**src/design/tfm_pkg.sv**
```systemverilog
package tfm_pkg;

    // field and register widths
    localparam int unsigned DW        = 16;
    localparam int unsigned CFG_IDX_W = 3;

    // divider: 16 quotient bits from a 32-bit dividend, one bit a cycle
    localparam int unsigned DIV_STEPS = DW;
    localparam int unsigned DIV_CNT_W = $clog2(DIV_STEPS);

    // register indexes of the configuration port
    localparam logic [CFG_IDX_W-1:0] CFG_BW_RISE       = 3'd0;
    localparam logic [CFG_IDX_W-1:0] CFG_BW_FALL       = 3'd1;
    localparam logic [CFG_IDX_W-1:0] CFG_ZERO_OFFSET   = 3'd2;
    localparam logic [CFG_IDX_W-1:0] CFG_FULL_SCALE    = 3'd3;
    localparam logic [CFG_IDX_W-1:0] CFG_GAIN          = 3'd4;
    localparam logic [CFG_IDX_W-1:0] CFG_GAIN_DIVISOR  = 3'd5;
    localparam logic [CFG_IDX_W-1:0] CFG_RESPONSE_KIND = 3'd6;

    // response kinds
    localparam logic RESP_LINEAR = 1'b0;
    localparam logic RESP_STEP   = 1'b1;

    // reset values of the registers
    localparam logic [DW-1:0] RST_BW_RISE      = 16'd16;
    localparam logic [DW-1:0] RST_BW_FALL      = 16'd16;
    localparam logic [DW-1:0] RST_ZERO_OFFSET  = 16'd0;
    localparam logic [DW-1:0] RST_FULL_SCALE   = 16'hFFFF;
    localparam logic [DW-1:0] RST_GAIN         = 16'd1;
    localparam logic [DW-1:0] RST_GAIN_DIVISOR = 16'd1;

    // value limits
    localparam logic [DW-1:0] INVALID_SAMPLE = 16'hFFFF;
    localparam logic [DW-1:0] U16_TOP        = 16'hFFFF;
    localparam logic [DW-1:0] S16_TOP        = 16'h7FFF;
    localparam logic [DW-1:0] S16_BOTTOM     = 16'h8000;

    // commands from the controller to the datapath
    typedef struct packed {
        logic take;      // capture the accepted sample
        logic filt;      // start the filter division
        logic avg_load;  // store the new average
        logic scale;     // start the scaling division
        logic x_direct;  // store the scaled level without dividing
        logic x_load;    // store the scaled level from the divider
        logic map;       // start the mapping division
        logic out_load;  // fill the output register
    } t_cmd;

    // status from the datapath to the controller
    typedef struct packed {
        logic filt_skip;     // failed conversion, average holds
        logic scale_direct;  // scaled level known without dividing
        logic div_done;      // divider result ready
        logic div_busy;      // divider iterating
    } t_status;

endpackage

```
**src/design/tfm_div.sv**
```systemverilog
module tfm_div (
    input  logic                     i_clk,
    input  logic                     i_rst_n,
    input  logic                     i_start,
    input  logic [2*tfm_pkg::DW-1:0] i_dividend,
    input  logic [tfm_pkg::DW-1:0]   i_divisor,
    output logic [tfm_pkg::DW-1:0]   o_quot,
    output logic                     o_ovf,
    output logic                     o_done,
    output logic                     o_busy
);
    import tfm_pkg::*;

    logic [DW-1:0]        r_rem;
    logic [DW-1:0]        r_lo;
    logic [DW-1:0]        r_dvs;
    logic [DW-1:0]        r_quot;
    logic                 r_ovf;
    logic [DIV_CNT_W-1:0] r_cnt;
    logic                 r_busy;
    logic                 r_done;

    logic [DW:0] trial;
    logic [DW:0] diff;
    logic        ge;
    logic        last;

    // one restoring step: bring down the next dividend bit and try a subtract
    always_comb begin
        trial = {r_rem, r_lo[DW-1]};
        diff  = trial - {1'b0, r_dvs};
        ge    = trial >= {1'b0, r_dvs};
        last  = r_cnt == DIV_CNT_W'(DIV_STEPS - 1);
    end

    // iteration control
    always_ff @(posedge i_clk) begin
        if (!i_rst_n) begin
            r_busy <= 1'b0;
            r_done <= 1'b0;
            r_cnt  <= '0;
        end else begin
            r_done <= 1'b0;
            if (i_start) begin
                r_busy <= 1'b1;
                r_cnt  <= '0;
            end else if (r_busy) begin
                r_cnt <= r_cnt + DIV_CNT_W'(1);
                if (last) begin
                    r_busy <= 1'b0;
                    r_done <= 1'b1;
                end
            end
        end
    end

    // partial remainder, dividend bits and quotient
    always_ff @(posedge i_clk) begin
        if (i_start) begin
            r_rem <= i_dividend[2*DW-1:DW];
            r_lo  <= i_dividend[DW-1:0];
            r_dvs <= i_divisor;
        end else if (r_busy) begin
            // quotient does not fit in 16 bits when the upper half already reaches the divisor
            if (r_cnt == '0) begin
                r_ovf <= r_rem >= r_dvs;
            end
            r_rem  <= ge ? diff[DW-1:0] : trial[DW-1:0];
            r_lo   <= {r_lo[DW-2:0], 1'b0};
            r_quot <= {r_quot[DW-2:0], ge};
        end
    end

    assign o_quot = r_quot;
    assign o_ovf  = r_ovf;
    assign o_done = r_done;
    assign o_busy = r_busy;

endmodule

```
**src/design/tfm_dp.sv**
```systemverilog
module tfm_dp (
    input  logic                          i_clk,
    input  logic                          i_rst_n,
    input  logic                          i_cfg_valid,
    input  logic [tfm_pkg::CFG_IDX_W-1:0] i_cfg_index,
    input  logic [tfm_pkg::DW-1:0]        i_cfg_data,
    input  logic [tfm_pkg::DW-1:0]        i_sample,
    input  tfm_pkg::t_cmd                 i_cmd,
    output tfm_pkg::t_status              o_status,
    output logic [tfm_pkg::DW-1:0]        o_average,
    output logic signed [tfm_pkg::DW-1:0] o_current_ref
);
    import tfm_pkg::*;

    // configuration registers
    logic [DW-1:0]        r_bw_rise;
    logic [DW-1:0]        r_bw_fall;
    logic [DW-1:0]        r_zero_offset;
    logic [DW-1:0]        r_full_scale;
    logic signed [DW-1:0] r_gain;
    logic [DW-1:0]        r_gain_divisor;
    logic                 r_response_kind;

    // working registers
    logic [DW-1:0]        r_sample;
    logic [DW-1:0]        r_avg;
    logic [DW-1:0]        r_x;
    logic [DW-1:0]        r_average;
    logic [DW-1:0]        r_current_ref;

    logic [DW-1:0]   bw_sel;
    logic [DW-1:0]   bw_eff;
    logic [DW-1:0]   gain_mag;
    logic [DW-1:0]   gdiv_eff;
    logic [DW-1:0]   mul_a;
    logic [DW-1:0]   mul_b;
    logic [2*DW-1:0] prod;
    logic [2*DW-1:0] acc;
    logic            lvl_zero;
    logic [DW-1:0]   lvl;
    logic [2*DW-1:0] scl_dvd;
    logic            div_start;
    logic [2*DW-1:0] div_dvd;
    logic [DW-1:0]   div_dvs;
    logic [DW-1:0]   div_quot;
    logic            div_ovf;
    logic            div_done;
    logic            div_busy;
    logic [DW-1:0]   cur;

    // register writes, ready is always high
    always_ff @(posedge i_clk) begin
        if (!i_rst_n) begin
            r_bw_rise       <= RST_BW_RISE;
            r_bw_fall       <= RST_BW_FALL;
            r_zero_offset   <= RST_ZERO_OFFSET;
            r_full_scale    <= RST_FULL_SCALE;
            r_gain          <= RST_GAIN;
            r_gain_divisor  <= RST_GAIN_DIVISOR;
            r_response_kind <= RESP_LINEAR;
        end else if (i_cfg_valid) begin
            case (i_cfg_index)
                CFG_BW_RISE:       r_bw_rise       <= i_cfg_data;
                CFG_BW_FALL:       r_bw_fall       <= i_cfg_data;
                CFG_ZERO_OFFSET:   r_zero_offset   <= i_cfg_data;
                CFG_FULL_SCALE:    r_full_scale    <= i_cfg_data;
                CFG_GAIN:          r_gain          <= i_cfg_data;
                CFG_GAIN_DIVISOR:  r_gain_divisor  <= i_cfg_data;
                CFG_RESPONSE_KIND: r_response_kind <= i_cfg_data[0];
                default: ;
            endcase
        end
    end

    // operand selection, zero divisors act as one
    always_comb begin
        bw_sel   = (r_sample > r_avg) ? r_bw_rise : r_bw_fall;
        bw_eff   = (bw_sel == '0) ? DW'(1) : bw_sel;
        gdiv_eff = (r_gain_divisor == '0) ? DW'(1) : r_gain_divisor;
        gain_mag = r_gain[DW-1] ? DW'(-r_gain) : DW'(r_gain);
    end

    // shared 16x16 multiplier: filter weight or mapping gain
    always_comb begin
        mul_a = i_cmd.filt ? (bw_eff - DW'(1)) : gain_mag;
        if (i_cmd.filt) begin
            mul_b = r_avg;
        end else if (r_response_kind == RESP_STEP) begin
            mul_b = S16_TOP;
        end else begin
            mul_b = r_x;
        end
        prod = {{DW{1'b0}}, mul_a} * {{DW{1'b0}}, mul_b};
        acc  = prod + {{DW{1'b0}}, r_sample};
    end

    // offset removal, level times 65535 as a shift and subtract
    always_comb begin
        lvl_zero = r_avg <= r_zero_offset;
        lvl      = r_avg - r_zero_offset;
        scl_dvd  = {lvl, {DW{1'b0}}} - {{DW{1'b0}}, lvl};
    end

    // divider source selection
    always_comb begin
        div_start = i_cmd.filt | i_cmd.scale | i_cmd.map;
        if (i_cmd.filt) begin
            div_dvd = acc;
            div_dvs = bw_eff;
        end else if (i_cmd.scale) begin
            div_dvd = scl_dvd;
            div_dvs = r_full_scale;
        end else begin
            div_dvd = prod;
            div_dvs = gdiv_eff;
        end
    end

    tfm_div u_div (
        .i_clk      (i_clk),
        .i_rst_n    (i_rst_n),
        .i_start    (div_start),
        .i_dividend (div_dvd),
        .i_divisor  (div_dvs),
        .o_quot     (div_quot),
        .o_ovf      (div_ovf),
        .o_done     (div_done),
        .o_busy     (div_busy)
    );

    // current reference from the magnitude quotient and the gain sign
    always_comb begin
        if (r_response_kind == RESP_STEP) begin
            if (r_gain[DW-1]) begin
                cur = S16_TOP;
            end else if (div_ovf || (r_x < div_quot)) begin
                cur = '0;
            end else begin
                cur = S16_TOP;
            end
        end else if (r_gain[DW-1]) begin
            cur = (div_ovf || (div_quot > S16_BOTTOM)) ? S16_BOTTOM : DW'(-div_quot);
        end else begin
            cur = (div_ovf || (div_quot > S16_TOP)) ? S16_TOP : div_quot;
        end
    end

    // running average
    always_ff @(posedge i_clk) begin
        if (!i_rst_n) begin
            r_avg <= '0;
        end else if (i_cmd.avg_load) begin
            r_avg <= div_quot;
        end
    end

    // sample, scaled level and output register
    always_ff @(posedge i_clk) begin
        if (i_cmd.take) begin
            r_sample <= i_sample;
        end
        if (i_cmd.x_direct) begin
            r_x <= lvl_zero ? '0 : U16_TOP;
        end else if (i_cmd.x_load) begin
            r_x <= div_ovf ? U16_TOP : div_quot;
        end
        if (i_cmd.out_load) begin
            r_average     <= r_avg;
            r_current_ref <= cur;
        end
    end

    always_comb begin
        o_status.filt_skip    = r_sample == INVALID_SAMPLE;
        o_status.scale_direct = lvl_zero || (r_full_scale == '0);
        o_status.div_done     = div_done;
        o_status.div_busy     = div_busy;
    end

    assign o_average     = r_average;
    assign o_current_ref = r_current_ref;

endmodule

```
**src/design/tfm_ctrl.sv**
```systemverilog
module tfm_ctrl (
    input  logic             i_clk,
    input  logic             i_rst_n,
    input  logic             i_in_valid,
    output logic             o_in_stall,
    input  logic             i_out_stall,
    output logic             o_out_valid,
    input  tfm_pkg::t_status i_status,
    output tfm_pkg::t_cmd    o_cmd
);
    import tfm_pkg::*;

    typedef enum logic [2:0] {
        S_IDLE,
        S_FILT,
        S_FDIV,
        S_SCALE,
        S_SDIV,
        S_MAP,
        S_MDIV,
        S_DONE
    } t_state;

    t_state r_state;
    t_state n_state;
    logic   r_out_valid;
    logic   n_out_valid;
    logic   out_free;

    assign out_free = !r_out_valid || !i_out_stall;

    // next state and commands
    always_comb begin
        n_state = r_state;
        o_cmd   = '0;
        case (r_state)
            S_IDLE: begin
                if (i_in_valid) begin
                    o_cmd.take = 1'b1;
                    n_state    = S_FILT;
                end
            end
            S_FILT: begin
                if (i_status.filt_skip) begin
                    n_state = S_SCALE;
                end else begin
                    o_cmd.filt = 1'b1;
                    n_state    = S_FDIV;
                end
            end
            S_FDIV: begin
                if (i_status.div_done) begin
                    o_cmd.avg_load = 1'b1;
                    n_state        = S_SCALE;
                end
            end
            S_SCALE: begin
                if (i_status.scale_direct) begin
                    o_cmd.x_direct = 1'b1;
                    n_state        = S_MAP;
                end else begin
                    o_cmd.scale = 1'b1;
                    n_state     = S_SDIV;
                end
            end
            S_SDIV: begin
                if (i_status.div_done) begin
                    o_cmd.x_load = 1'b1;
                    n_state      = S_MAP;
                end
            end
            S_MAP: begin
                o_cmd.map = 1'b1;
                n_state   = S_MDIV;
            end
            S_MDIV: begin
                if (i_status.div_done) begin
                    n_state = S_DONE;
                end
            end
            S_DONE: begin
                if (out_free) begin
                    o_cmd.out_load = 1'b1;
                    n_state        = S_IDLE;
                end
            end
            default: n_state = S_IDLE;
        endcase
    end

    // output transaction valid
    always_comb begin
        n_out_valid = r_out_valid;
        if (o_cmd.out_load) begin
            n_out_valid = 1'b1;
        end else if (!i_out_stall) begin
            n_out_valid = 1'b0;
        end
    end

    // state and registered outputs
    always_ff @(posedge i_clk) begin
        if (!i_rst_n) begin
            r_state     <= S_IDLE;
            r_out_valid <= 1'b0;
        end else begin
            r_state     <= n_state;
            r_out_valid <= n_out_valid;
        end
    end

    assign o_in_stall  = r_state != S_IDLE;
    assign o_out_valid = r_out_valid;

endmodule

```
**src/design/throttle_filter_torque_map.sv**
```systemverilog
// Throttle filter and torque map. Each input transaction carries one raw throttle
// conversion; each produces exactly one output transaction with the filtered average
// and the signed torque current reference. One item is worked on at a time: the block
// takes the next sample only once the previous result is in the output register. The
// filter division is skipped when the sample is a failed conversion, and the scaling
// division when the offset-removed level is zero or full_scale is zero. Each item makes
// up to three passes through the single shared divider, which produces one quotient bit
// per cycle (16 steps). A finished result waits in the output register while
// the next sample is taken and processed. Configuration writes are always ready and
// must only be issued while the block is idle.
module throttle_filter_torque_map (
    input  logic                          i_clk,
    input  logic                          i_rst_n,
    input  logic                          i_in_valid,
    output logic                          o_in_stall,
    input  logic [tfm_pkg::DW-1:0]        i_sample,
    output logic                          o_out_valid,
    input  logic                          i_out_stall,
    output logic [tfm_pkg::DW-1:0]        o_average,
    output logic signed [tfm_pkg::DW-1:0] o_current_ref,
    input  logic                          i_cfg_valid,
    output logic                          o_cfg_ready,
    input  logic [tfm_pkg::CFG_IDX_W-1:0] i_cfg_index,
    input  logic [tfm_pkg::DW-1:0]        i_cfg_data
);
    import tfm_pkg::*;

    t_cmd    cmd;
    t_status status;

    assign o_cfg_ready = 1'b1;

    // sequencer
    tfm_ctrl u_ctrl (
        .i_clk       (i_clk),
        .i_rst_n     (i_rst_n),
        .i_in_valid  (i_in_valid),
        .o_in_stall  (o_in_stall),
        .i_out_stall (i_out_stall),
        .o_out_valid (o_out_valid),
        .i_status    (status),
        .o_cmd       (cmd)
    );

    // filter, scaling and mapping datapath
    tfm_dp u_dp (
        .i_clk         (i_clk),
        .i_rst_n       (i_rst_n),
        .i_cfg_valid   (i_cfg_valid),
        .i_cfg_index   (i_cfg_index),
        .i_cfg_data    (i_cfg_data),
        .i_sample      (i_sample),
        .i_cmd         (cmd),
        .o_status      (status),
        .o_average     (o_average),
        .o_current_ref (o_current_ref)
    );

    // an accepted transaction keeps the block busy in the next cycle
    a_accept_busy: assert property (@(posedge i_clk) disable iff (!i_rst_n)
        (i_in_valid && !o_in_stall) |=> o_in_stall)
        else $error("input accepted but block not busy afterwards");

    // the divider only finishes while an item is in progress
    a_done_busy: assert property (@(posedge i_clk) disable iff (!i_rst_n)
        status.div_done |-> o_in_stall)
        else $error("divider result with no item in progress");

    // a division is never started over one still iterating
    a_div_start: assert property (@(posedge i_clk) disable iff (!i_rst_n)
        (cmd.filt || cmd.scale || cmd.map) |-> !status.div_busy)
        else $error("divider restarted while busy");

    // the output register is filled only when free, and then shows valid
    a_out_load: assert property (@(posedge i_clk) disable iff (!i_rst_n)
        cmd.out_load |-> (!o_out_valid || !i_out_stall) ##1 o_out_valid)
        else $error("output register overwritten or not shown");

endmodule

```
**config.mk**
```make
export PLATFORM = sky130hd
export DESIGN_NAME = throttle_filter_torque_map
export DESIGN_NICKNAME = d
export VERILOG_FILES = /design/src/design/tfm_pkg.sv /design/src/design/tfm_div.sv /design/src/design/tfm_dp.sv /design/src/design/tfm_ctrl.sv /design/src/design/throttle_filter_torque_map.sv
export SDC_FILE = /design/constraint.sdc
export NUM_CORES = 1
export LEC_CHECK = 0
export BUFFER_PORTS_ARGS = -buffer_cell sky130_fd_sc_hd__buf_2
export CELL_PAD_IN_SITES_DETAIL_PLACEMENT = 0
export CELL_PAD_IN_SITES_GLOBAL_PLACEMENT = 1
export CORE_MARGIN = 1.5
export CORE_UTILIZATION = 54
export DETAILED_ROUTE_END_ITERATION = 10
export PLACE_DENSITY = 0.91
export SYNTH_ARGS = -nofsm -noshare
export SYNTH_HDL_FRONTEND = slang
export SYNTH_HIERARCHICAL = 1
export SYNTH_SLANG_ARGS = --single-unit
```
**constraint.sdc**
```tcl
create_clock -name i_clk -period 26.8 [get_ports i_clk]
set_input_delay 0 -clock i_clk [delete_from_list [all_inputs] [get_ports i_clk]]
set_output_delay 0 -clock i_clk [all_outputs]
set_load 0.005 [all_outputs]
```
Word level (Yosys, flattened, before mapping)
Cells that the tools add are included.
{"block": "word_totals", "inputBits": 40, "ff_bits": 252, "word_cells": 145}
{"block": "op_classes", "n_lt_le_gt_ge": 7, "addsub": 8, "bitwise": 5, "n_mul": 1, "n_eq_ne": 21, "n_mux": 53, "reduce_logical": 28}
{"cell": "two-way mux 16 bit", "count": 23}
{"cell": "two-way mux 32 bit", "count": 2}
{"cell": "logical NOT 16 bit", "count": 3}
{"cell": "adder 32 x 16 -> 32 bit", "count": 1}
{"cell": "multiplier 16 x 16 -> 32 bit", "count": 1}
{"cell": "negation 16 bit", "count": 2}
{"cell": "subtractor 16 bit", "count": 2}
{"cell": "subtractor 32 x 16 -> 32 bit", "count": 1}
{"cell": "one-hot mux 3 bit (8 select lines)", "count": 1}
{"cell": "equality test 3 bit (second input constant)", "count": 7}
{"cell": "two-way mux 1 bit", "count": 20}
{"cell": ">= comparator 17 x 16 -> 1 bit", "count": 1}
{"cell": "equality test 16 bit (second input constant)", "count": 1}
{"cell": ">= comparator 16 bit", "count": 1}
{"cell": "greater-than comparator 16 x 15 -> 1 bit (second input constant)", "count": 1}
{"cell": "greater-than comparator 16 bit", "count": 1}
{"cell": "greater-than comparator 16 bit (second input constant)", "count": 1}
{"cell": "<= comparator 16 bit", "count": 1}
{"cell": "< comparator 16 bit", "count": 1}
{"cell": "AND reduction 2 bit", "count": 8}
{"cell": "subtractor 16 x 1 -> 16 bit (second input constant)", "count": 1}
{"cell": "two-way mux 15 bit", "count": 1}
{"cell": "two-way mux 3 bit", "count": 5}
{"cell": "equality test 3 x 2 -> 1 bit (second input constant)", "count": 4}
{"cell": "18 further kinds", "count": 33}

Logic depth before layout (Yosys ltp)
Gate-level depths: netlist (run 1).
{"block": "depth", "word_depth": 10, "ltp_mapped": 53}

Hierarchy
Netlist (run 1), hierarchy kept.
{"mod": "tfm_dp", "n_inst": 1, "area_per_inst_um2": 21204.1, "cells_per_inst": 2613}
{"mod": "tfm_div", "n_inst": 1, "area_per_inst_um2": 4334.2, "cells_per_inst": 392}
{"mod": "tfm_ctrl", "n_inst": 1, "area_per_inst_um2": 276.5, "cells_per_inst": 35}
{"mod": "throttle_filter_torque_map", "n_inst": 1, "area_per_inst_um2": 11.3, "cells_per_inst": 2}

Least setup slack after synthesis (run 1)
No wires, ideal clock.
{"block": "synth_timing", "kind": "flip-flop to flip-flop", "startpoint": "register u_dp.r_sample[6]", "endpoint": "register u_dp.u_div.r_rem[14] (data pin)", "arrival_ps": 10381, "path_stages_with_launch": 51, "path_slack_ps": 16155, "path_buffers": 4, "path_cell_list": "edfxtp_1 -> ha_1 -> and3_1 -> a2111oi_0 -> o221ai_1 -> o31a_1 -> buf_2 -> buf_2 -> buf_2 -> o211ai_1 -> o31a_1 -> inv_1 -> ha_1 -> nand2_1 -> nor3_1 -> mux2_2 -> nand2_1 -> nor2_1 -> (+15 left out) -> ha_1 -> o2111ai_1 -> a21oi_1 -> nor3_1 -> xnor2_1 -> ha_1 -> a21o_1 -> a221o_1 -> a21o_1 -> a21oi_1 -> nand4b_1 -> nor4_2 -> and4_1 -> a211o_1 -> nand2_1 -> o21ai_0 -> a41oi_1 -> o31ai_1"}
{"block": "synth_via", "elab_chain_cells": 10, "elab_cells_between_ends": 17}
{"item": "start, declared", "line_no": "tfm_dp.sv:25", "rtl": "logic [DW-1:0] r_sample;"}
{"item": "start signal, assigned", "line_no": "tfm_dp.sv:160", "rtl": "r_sample <= i_sample;"}
{"item": "greater-than comparator 16 bit", "line_no": "tfm_dp.sv:77", "rtl": "bw_sel = (r_sample > r_avg) ? r_bw_rise : r_bw_fall;"}
{"item": "two-way mux 16 bit", "line_no": "tfm_dp.sv:77"}
{"item": "logical NOT 16 bit", "line_no": "tfm_dp.sv:78", "rtl": "bw_eff = (bw_sel == '0) ? DW'(1) : bw_sel;"}
{"item": "two-way mux 16 bit", "line_no": "tfm_dp.sv:78"}
{"item": "subtractor 16 x 1 -> 16 bit", "line_no": "tfm_dp.sv:85", "rtl": "mul_a = i_cmd.filt ? (bw_eff - DW'(1)) : gain_mag;"}
{"item": "two-way mux 16 bit", "line_no": "tfm_dp.sv:85"}
{"item": "multiplier 16 x 16 -> 32 bit", "line_no": "tfm_dp.sv:93", "rtl": "prod = {{DW{1'b0}}, mul_a} * {{DW{1'b0}}, mul_b};"}
{"item": "adder 32 x 16 -> 32 bit / two-way mux 32 bit (equally long branches)", "line_no": "tfm_dp.sv:94, tfm_dp.sv:110"}
{"item": "two-way mux 32 bit (*)", "line_no": "tfm_dp.sv:107", "rtl": "if (i_cmd.filt) begin"}
{"item": "net u_dp.div_dvd[30]", "line_no": "tfm_dp.sv:43", "rtl": "logic [2*DW-1:0] div_dvd;"}
{"item": "two-way mux 16 bit (*)", "line_no": "tfm_div.sv:59", "rtl": "if (i_start) begin"}
{"item": "end signal, assigned", "line_no": "tfm_div.sv:60", "rtl": "r_rem <= i_dividend[2*DW-1:DW];"}
{"item": "end signal, assigned", "line_no": "tfm_div.sv:68", "rtl": "r_rem <= ge ? diff[DW-1:0] : trial[DW-1:0];"}
{"item": "end, declared", "line_no": "tfm_div.sv:14", "rtl": "logic [DW-1:0] r_rem;"}
The timed path passes the listed nets; every way through them passes the cells marked *.
A chain may end at the register's enable or synchronous reset.

Final worst setup path (run 1)
{"block": "layout_timing", "startpoint": "register u_dp.r_avg[7]", "endpoint": "register u_dp.u_div.r_rem[14] (data pin)"}
{"block": "layout_via", "elab_chain_cells": 10, "elab_cells_between_ends": 20}
{"item": "start, declared", "line_no": "tfm_dp.sv:26", "rtl": "logic [DW-1:0] r_avg;"}
{"item": "start signal, assigned", "line_no": "tfm_dp.sv:153", "rtl": "r_avg <= div_quot;"}
{"item": "greater-than comparator 16 bit", "line_no": "tfm_dp.sv:77"}
{"item": "two-way mux 16 bit", "line_no": "tfm_dp.sv:77"}
{"item": "logical NOT 16 bit", "line_no": "tfm_dp.sv:78"}
{"item": "two-way mux 16 bit", "line_no": "tfm_dp.sv:78"}
{"item": "subtractor 16 x 1 -> 16 bit", "line_no": "tfm_dp.sv:85"}
{"item": "two-way mux 16 bit", "line_no": "tfm_dp.sv:85"}
{"item": "multiplier 16 x 16 -> 32 bit", "line_no": "tfm_dp.sv:93"}
{"item": "adder 32 x 16 -> 32 bit / two-way mux 32 bit (equally long branches)", "line_no": "tfm_dp.sv:94, tfm_dp.sv:110"}
{"item": "two-way mux 32 bit (*)", "line_no": "tfm_dp.sv:107"}
{"item": "net u_dp.div_dvd[30]", "line_no": "tfm_dp.sv:43"}
{"item": "two-way mux 16 bit (*)", "line_no": "tfm_div.sv:59"}
Marked as above.

==> results of run 1 <==
==> sequential cells by signal, summed over array words and instances, names as in the netlist <==
register / cells
u_dp/r_full_scale: 16
u_dp/u_div/r_cnt: 4
u_dp/u_div/o_ovf: 1
u_dp/u_div/r_rem: 16
u_dp/r_bw_fall: 16
u_dp/u_div/o_busy: 1
u_dp/u_div/r_lo: 16
u_dp/r_response_kind: 1
u_dp/u_div/r_dvs: 16
u_dp/o_average: 16
u_ctrl/o_out_valid: 1
u_dp/r_gain_divisor: 16
u_dp/r_zero_offset: 16
u_dp/r_bw_rise: 16
u_ctrl/r_state: 3
u_dp/r_gain: 16
u_dp/u_div/o_quot: 16
u_dp/r_sample: 16
u_dp/r_x: 16
u_dp/o_current_ref: 16
u_dp/u_div/o_done: 1
u_dp/r_avg: 16
==> worst min-delay path by stage <==
stage                           start                 to  slack (ps)  cells past startpoint
after floorplan           i_sample[0]   u_dp/r_sample[0]         100                      0
after CTS                 i_sample[4]   u_dp/r_sample[4]         110                      2
after global placement    i_sample[2]   u_dp/r_sample[2]         180                      1
after global routing      i_sample[3]   u_dp/r_sample[3]         130                      2
after detailed placement  i_sample[0]   u_dp/r_sample[0]         180                      1
final                         i_rst_n  u_dp/r_bw_rise[4]         120                      3
==> power groups by stage <==
stage               clock, mW  sequential (mW)  combinational, mW
floorplan                   0            0.467              0.939
global placement            0            0.483               1.21
detailed placement          0            0.483               1.23
CTS                     0.409            0.476               1.25
global route            0.423            0.479               1.39
finish                  0.403            0.477               1.26
==> cell usage in the layout, fill, tap and decap left out, drive strengths merged, types with 8 or more instances in the layout <==
cell	n
or3	12
nor3	67
edfxtp	129
a21oi	134
nor2b	55
nand2b	27
buf	106
inv	325
nor4	31
o211ai	18
a21o	51
o21ai	130
nand3	48
dlygate4sd3	39
a2111oi	9
or2	13
nand4	17
a22oi	14
and4	8
mux2i	51
o21a	46
ha	206
fa	197
a211oi	28
a21boi	89
nor2	247
and3	22
o31ai	17
dfxtp	123
nand2	473
a31oi	19
clkinv	12
clkbuf	38
and2	23
mux2	26
xor2	54
o31a	9
xnor2	65
nor3b	8
==> layer usage <==
metal,global-route usage (%),wire length [um]
met4,10.5,2870
met1,46.5,35600
met3,6.53,7600
met5,0,12
met2,51.1,36300
==> metrics by stage <==
step | area [um2] | hold slack, ps | power (mW)
2_1_floorplan | 25800 | 98.9 | 1.41
3_3_place_gp | 26600 | 185 | 1.70
3_5_place_dp | 26600 | 178 | 1.72
4_1_cts | 27900 | 106 | 2.13
5_1_grt | 27900 | 132 | 2.29
6_report | 27900 | 125 | 2.14
==> tightest hold or removal path, cell delays in order <==
cell and delay (ps):
buf_2 90, buf_4 400, nand3_1 170
==> layout make-up <==
class / instances / area [um2] / share of cell area, %
Tap cell: 607 / 759 / 2.72
Clock buffer: 38 / 841 / 3.01
Multi-Input combinational cell: 2317 / 17700 / 63.2
Timing Repair Buffer: 145 / 1020 / 3.64
Inverter: 322 / 1210 / 4.32
Clock inverter: 16 / 129 / 0.461
Sequential cell: 252 / 6340 / 22.7
==> run summary, run 1 <==
Worst clock skew: 29.5 ps
All-Layer GR Usage: 33.0%
Reg2reg setup slack: 14,730 ps
Remaining Overflow, GRT: 0
Critical path peak fanout: 37
Sink Count: 252
Int Power: 1.17 mW
DP HPWL: 63.7 mm
Type of the worst setup path: reg -> reg
CP Capture Type: register
Die width: 222 um
Avg WL per Cell: 22.3 um
Rows: 79
# fillers: 4,210
PortBufs: 73
Vias per cell: 6.11
Worst vdd ir: 0.0000759 V
Sw frac: 45.1%
Clock power share: 18.9%
Crit Reg-Reg Startpoint: u_dp/r_avg[7]
Post-Place Cells: 3,604
Tcrit/Tclk final: 45.0%
Util after Layout: 59.7%
Fin. Hold Viols: 0
Layout cell share with drive strength beyond 1: 7.35%
Initial Utilization: 55.1%
Class of the worst hold path: in -> reg
Final std cells w/o fill: 3,697
Worst r2r dst: u_dp/u_div/r_rem[14]
Largest net degree at the start of global routing: 157
H-tree level count: 1
First-pass DRT Iterations: 6
Global-route wire length before repair: 126 mm
Bufs and invs on worst path: 7
N_diodes: 0
Die area: 0.0491 mm2
Leak: 12.0 nW
Worst path arrival time: 12,410 ps
Layout area overhead: 8.25%
Slew @ Worst Pin: 1250 ps
TritonCTS Buffers: 29
Combinational Power Share: 58.8%
Post-CTS Resized: 0
Mapped Area: 0.0258 mm2
Status: finished, final reports clean
Pwr/cell area: 76.4 mW/mm2
Worst Setup Start Kind: register
Syn nets: 3,484
DRC: 0
Placement Setup Slack: 14,880 ps
Number of hold buffers added after cts: 39
Number of global-route vias before repair: 21,700
Pins Over Slew Limit: 0
Sequential Power Share: 22.3%
Rel. slew slack: 16.9%
Switching power: 0.962 mW
Crit path largest cell delay: 810 ps
Mapped Cells: 3,041
Setup WS post-layout: 14,730 ps
Drt total wl: 82.3 mm
CP Launch Point: u_dp/r_avg[7]
Clock-pin slew on the worst setup and hold paths: 60 ps
Worst EP required: 27,140 ps
Slowest library cell on the worst path: a21oi_1
RSZ-0062 raised after global routing: no
Iter 0 DRT Violations: 2,267
I/O pin count: 75
Detail Route Antenna Nets: 0
Vias: 22,600
Max-Cap Viols: 0
CP endpoint: u_dp/u_div/r_rem[14]
Clock tree root buffer cell: clkbuf_16
Setup_tns: 0 ps
Layout net count: 3,510
Final min period: 12,070 ps
Core area: 0.0469 mm2
Clk buf depth: 3
Placer Congestion: 0.999
Clk_lat worst skew: 600 ps
Synth Area per Inst: 8.49 um2
Setup Fix Bufs, Post-CTS: 0
R2R cell count: 46
CTS tree: built
Worst path top cell family by delay: adder cells
Die height: 222 um
Finish-stage setup viols: 0
Highest Clock Rate: 82.9 MHz
Initial antenna violation count: 1
Worst path depth: 46
Synth warn: 6
Power figures use the tool's default switching activity.
==> inputs of run 2 (changes only) <==
--- a/config.mk
+++ b/config.mk
@@ -9,9 +9,9 @@
 export CELL_PAD_IN_SITES_DETAIL_PLACEMENT = 0
 export CELL_PAD_IN_SITES_GLOBAL_PLACEMENT = 1
 export CORE_MARGIN = 1.5
-export CORE_UTILIZATION = 54
+export CORE_UTILIZATION = 50
 export DETAILED_ROUTE_END_ITERATION = 10
-export PLACE_DENSITY = 0.91
+export PLACE_DENSITY = 0.86
 export SYNTH_ARGS = -nofsm -noshare
 export SYNTH_HDL_FRONTEND = slang
 export SYNTH_HIERARCHICAL = 1
==> constraint.sdc (replaced) <==
create_clock -name i_clk -period 12 [get_ports i_clk]
set_input_delay 0 -clock i_clk [delete_from_list [all_inputs] [get_ports i_clk]]
set_output_delay 0 -clock i_clk [all_outputs]
set_load 0.005 [all_outputs]
==> run 2 against run 1 <==
Net effect: fmax is 5.4% higher; largest cell class unchanged; final cell count is 2.9% higher; routed wire length is 4.0% higher; worst hold slack worse by 26 ps; count of clock-buffer cells in the layout is 7 lower; clock power is 120% higher; first-iteration DRC count is 8.5% lower; sequential share of layout area is 0.31 points lower; combinational power is 130% higher.
==> run summary, run 2 (synthesis results as in run 1) <==
Die area: 0.0530 mm2 (was 0.0491 mm2)
Worst r2r dst: u_dp/u_div/r_rem[14] (unchanged)
PortBufs: 73 (unchanged)
Layout area overhead: 9.77% (was 8.25%)
Detail Route Antenna Nets: 0 (unchanged)
Slowest library cell on the worst path: fa_1 (was a21oi_1)
Most frequent cells in the layout: nand2_1 (471), inv_1 (320), nor2_1 (244) (was nand2_1 (471), inv_1 (320), nor2_1 (245))
Pins Over Slew Limit: 0 (unchanged)
Clk_lat worst skew: 620 ps (was 600 ps)
Max-Cap Viols: 0 (unchanged)
Hold Path Cell Cnt: 2 (was 3)
Slew @ Worst Pin: 1130 ps (was 1250 ps)
Min-delay src: i_sample[0] (was i_rst_n)
Rows: 83 (was 79)
Worst vdd ir: 0.000135 V (was 0.0000759 V)
Global-route wire length before repair: 130 mm (was 126 mm)
Initial Utilization: 50.4% (was 55.1%)
Vias per cell: 5.95 (was 6.11)
Largest net degree at the start of global routing: 121 (was 157)
Status: finished, final reports clean (unchanged)
Core area: 0.0512 mm2 (was 0.0469 mm2)
Sink Count: 252 (unchanged)
Worst clock skew: 71.5 ps (was 29.5 ps)
Layout cell share with drive strength beyond 1: 8.61% (was 7.35%)
Placement Setup Slack: 539 ps (was 14,880 ps)
R2R cell count: 46 (unchanged)
# fillers: 4,737 (was 4,210)
I/O pin count: 75 (unchanged)
Clk buf depth: 3 (unchanged)
TritonCTS Buffers: 28 (was 29)
Critical path peak fanout: 9 (was 37)
Worst EP required: 12,370 ps (was 27,140 ps)
Drt total wl: 85.6 mm (was 82.3 mm)
Initial antenna violation count: 1 (unchanged)
Die width: 230 um (was 222 um)
CTS tree: built (unchanged)
CP Capture Type: register (unchanged)
N_diodes: 0 (unchanged)
Critical Path Most Common Cell: fa_1
Reg2reg setup slack: 550 ps (was 14,730 ps)
Class of the worst hold path: in -> reg (unchanged)
DRC: 0 (unchanged)
Design Power: 4.83 mW (was 2.14 mW)
Tcrit/Tclk final: 95.4% (was 45.0%)
Remaining Overflow, GRT: 0 (unchanged)
Vias: 22,600 (about the same)
Avg WL per Cell: 22.5 um (was 22.3 um)
Setup_tns: 0 ps (unchanged)
Fin. Hold Viols: 0 (unchanged)
Finish-stage setup viols: 0 (unchanged)
Worst Hold Path EP: u_dp/r_sample[0] (was u_dp/r_bw_rise[4])
Worst Setup Start Kind: register (unchanged)
Worst path arrival time: 11,820 ps (was 12,410 ps)
Placer Congestion: 1.01 (was 0.999)
Crit Reg-Reg Startpoint: u_dp/r_sample[13] (was u_dp/r_avg[7])
Commonest non-fill, non-tap cell in the layout: nand2_1 (unchanged)
Leak: 12.2 nW (was 12.0 nW)
Layout net count: 3,545 (was 3,510)
First-pass DRT Iterations: 8 (was 6)
DP HPWL: 67.6 mm (was 63.7 mm)
Number of global-route vias before repair: 21,800 (was 21,700)
Type of the worst setup path: reg -> reg (unchanged)
Clock tree root buffer cell: clkbuf_16 (unchanged)
Crit path largest cell delay: 590 ps (was 810 ps)
Die height: 230 um (was 222 um)
Setup WS post-layout: 548 ps (was 14,730 ps)
All-Layer GR Usage: 32.0% (was 33.0%)
Final min period: 11,450 ps (was 12,070 ps)
Clock-pin slew on the worst setup and hold paths: 70 ps (was 60 ps)
Rel. slew slack: 23.9% (was 16.9%)
RSZ-0062 raised after global routing: no (unchanged)
H-tree level count: 1 (unchanged)
Iter 0 DRT Violations: 2,075 (was 2,267)
Pwr/cell area: 170 mW/mm2 (was 76.4 mW/mm2)
Hold WS: 98.5 ps (was 125 ps)
Highest Clock Rate: 87.3 MHz (was 82.9 MHz)
run 2: cell count changes in the layout (fill, tap and decap cells not counted), sizes merged:
cell / previous run / this run
buf: 106 / 141
bufinv: 1 / 3
clkbuf: 38 / 31
clkinv: 12 / 14
clkinvlp: 0 / 5
dlygate4sd3: 39 / 40
inv: 325 / 321
run 2: where the power goes:
group / internal (mW) / leakage (nW) / total (mW) / switching (mW)
clock: 0.502 / 0.447 / 0.891 / 0.389
combinational: 1.12 / 9.53 / 2.87 / 1.75
sequential: 0.996 / 2.19 / 1.06 / 0.0690
total: 2.62 / 12.2 / 4.83 / 2.21
run 2: what timing repair did:
item | CTS | global route
buffers inserted | 0 | 1
gates resized for setup | 0 | 15
hold endpoints to repair | 129 | 0
hold buffers | 40 | 0
setup endpoints to repair | 0 | 8
run 2: per-layer routing:
metal  wire length, um  share of wire [%]  global-route usage (%)
met5                 0                  0                       0
met4              2970                3.5                    10.7
met2             37700                 44                    49.0
met3              6890                8.1                    5.17
met1             38000                 44                    45.9
run 2: area by class of cell:
class	count	area (um2)	area share (%)
clock inverters	21	221	0.781
multi-input cells	2317	17700	62.5
flip-flops and latches	252	6340	22.4
clock buffers	31	722	2.55
repair buffers	181	1280	4.50
inverters	322	1210	4.26
well taps	680	851	3.00
run 2: how the worst max path moves through the flow:
stage                                 to  slack (ps)              start
floorplan           u_dp/u_div/r_rem[14]        1350   u_dp/r_sample[6]
global placement    u_dp/u_div/r_rem[15]         710   u_dp/r_sample[6]
CTS                 u_dp/u_div/r_rem[15]         510  u_dp/r_sample[13]
finish              u_dp/u_div/r_rem[14]         550  u_dp/r_sample[13]
global route        u_dp/u_div/r_rem[13]          10   u_dp/r_sample[6]
detailed placement  u_dp/u_div/r_rem[15]         540   u_dp/r_sample[6]
run 2: through the flow:
stage | instance area (um2) | utilization (%) | std cells
floorplan | 25800 | - | 3041
global placement | 26900 | 52.6 | 3711
detailed placement | 26900 | 52.6 | 3711
CTS | 28300 | 55.2 | 3803
global route | 28300 | 55.4 | 3804
finish | 28300 | 55.4 | 3804
run 2: worst max-delay path, delay by kind of cell, from the launching register on:
kind,cells,cell delay (ps)
adder cells (fa/ha/maj),10,4590
AO/OA/AOI/OAI,15,2890
AND/OR/NAND/NOR,11,1720
XOR/XNOR,2,550
buffers and inverters,6,490
flip-flops,1,470
multiplexers,2,470
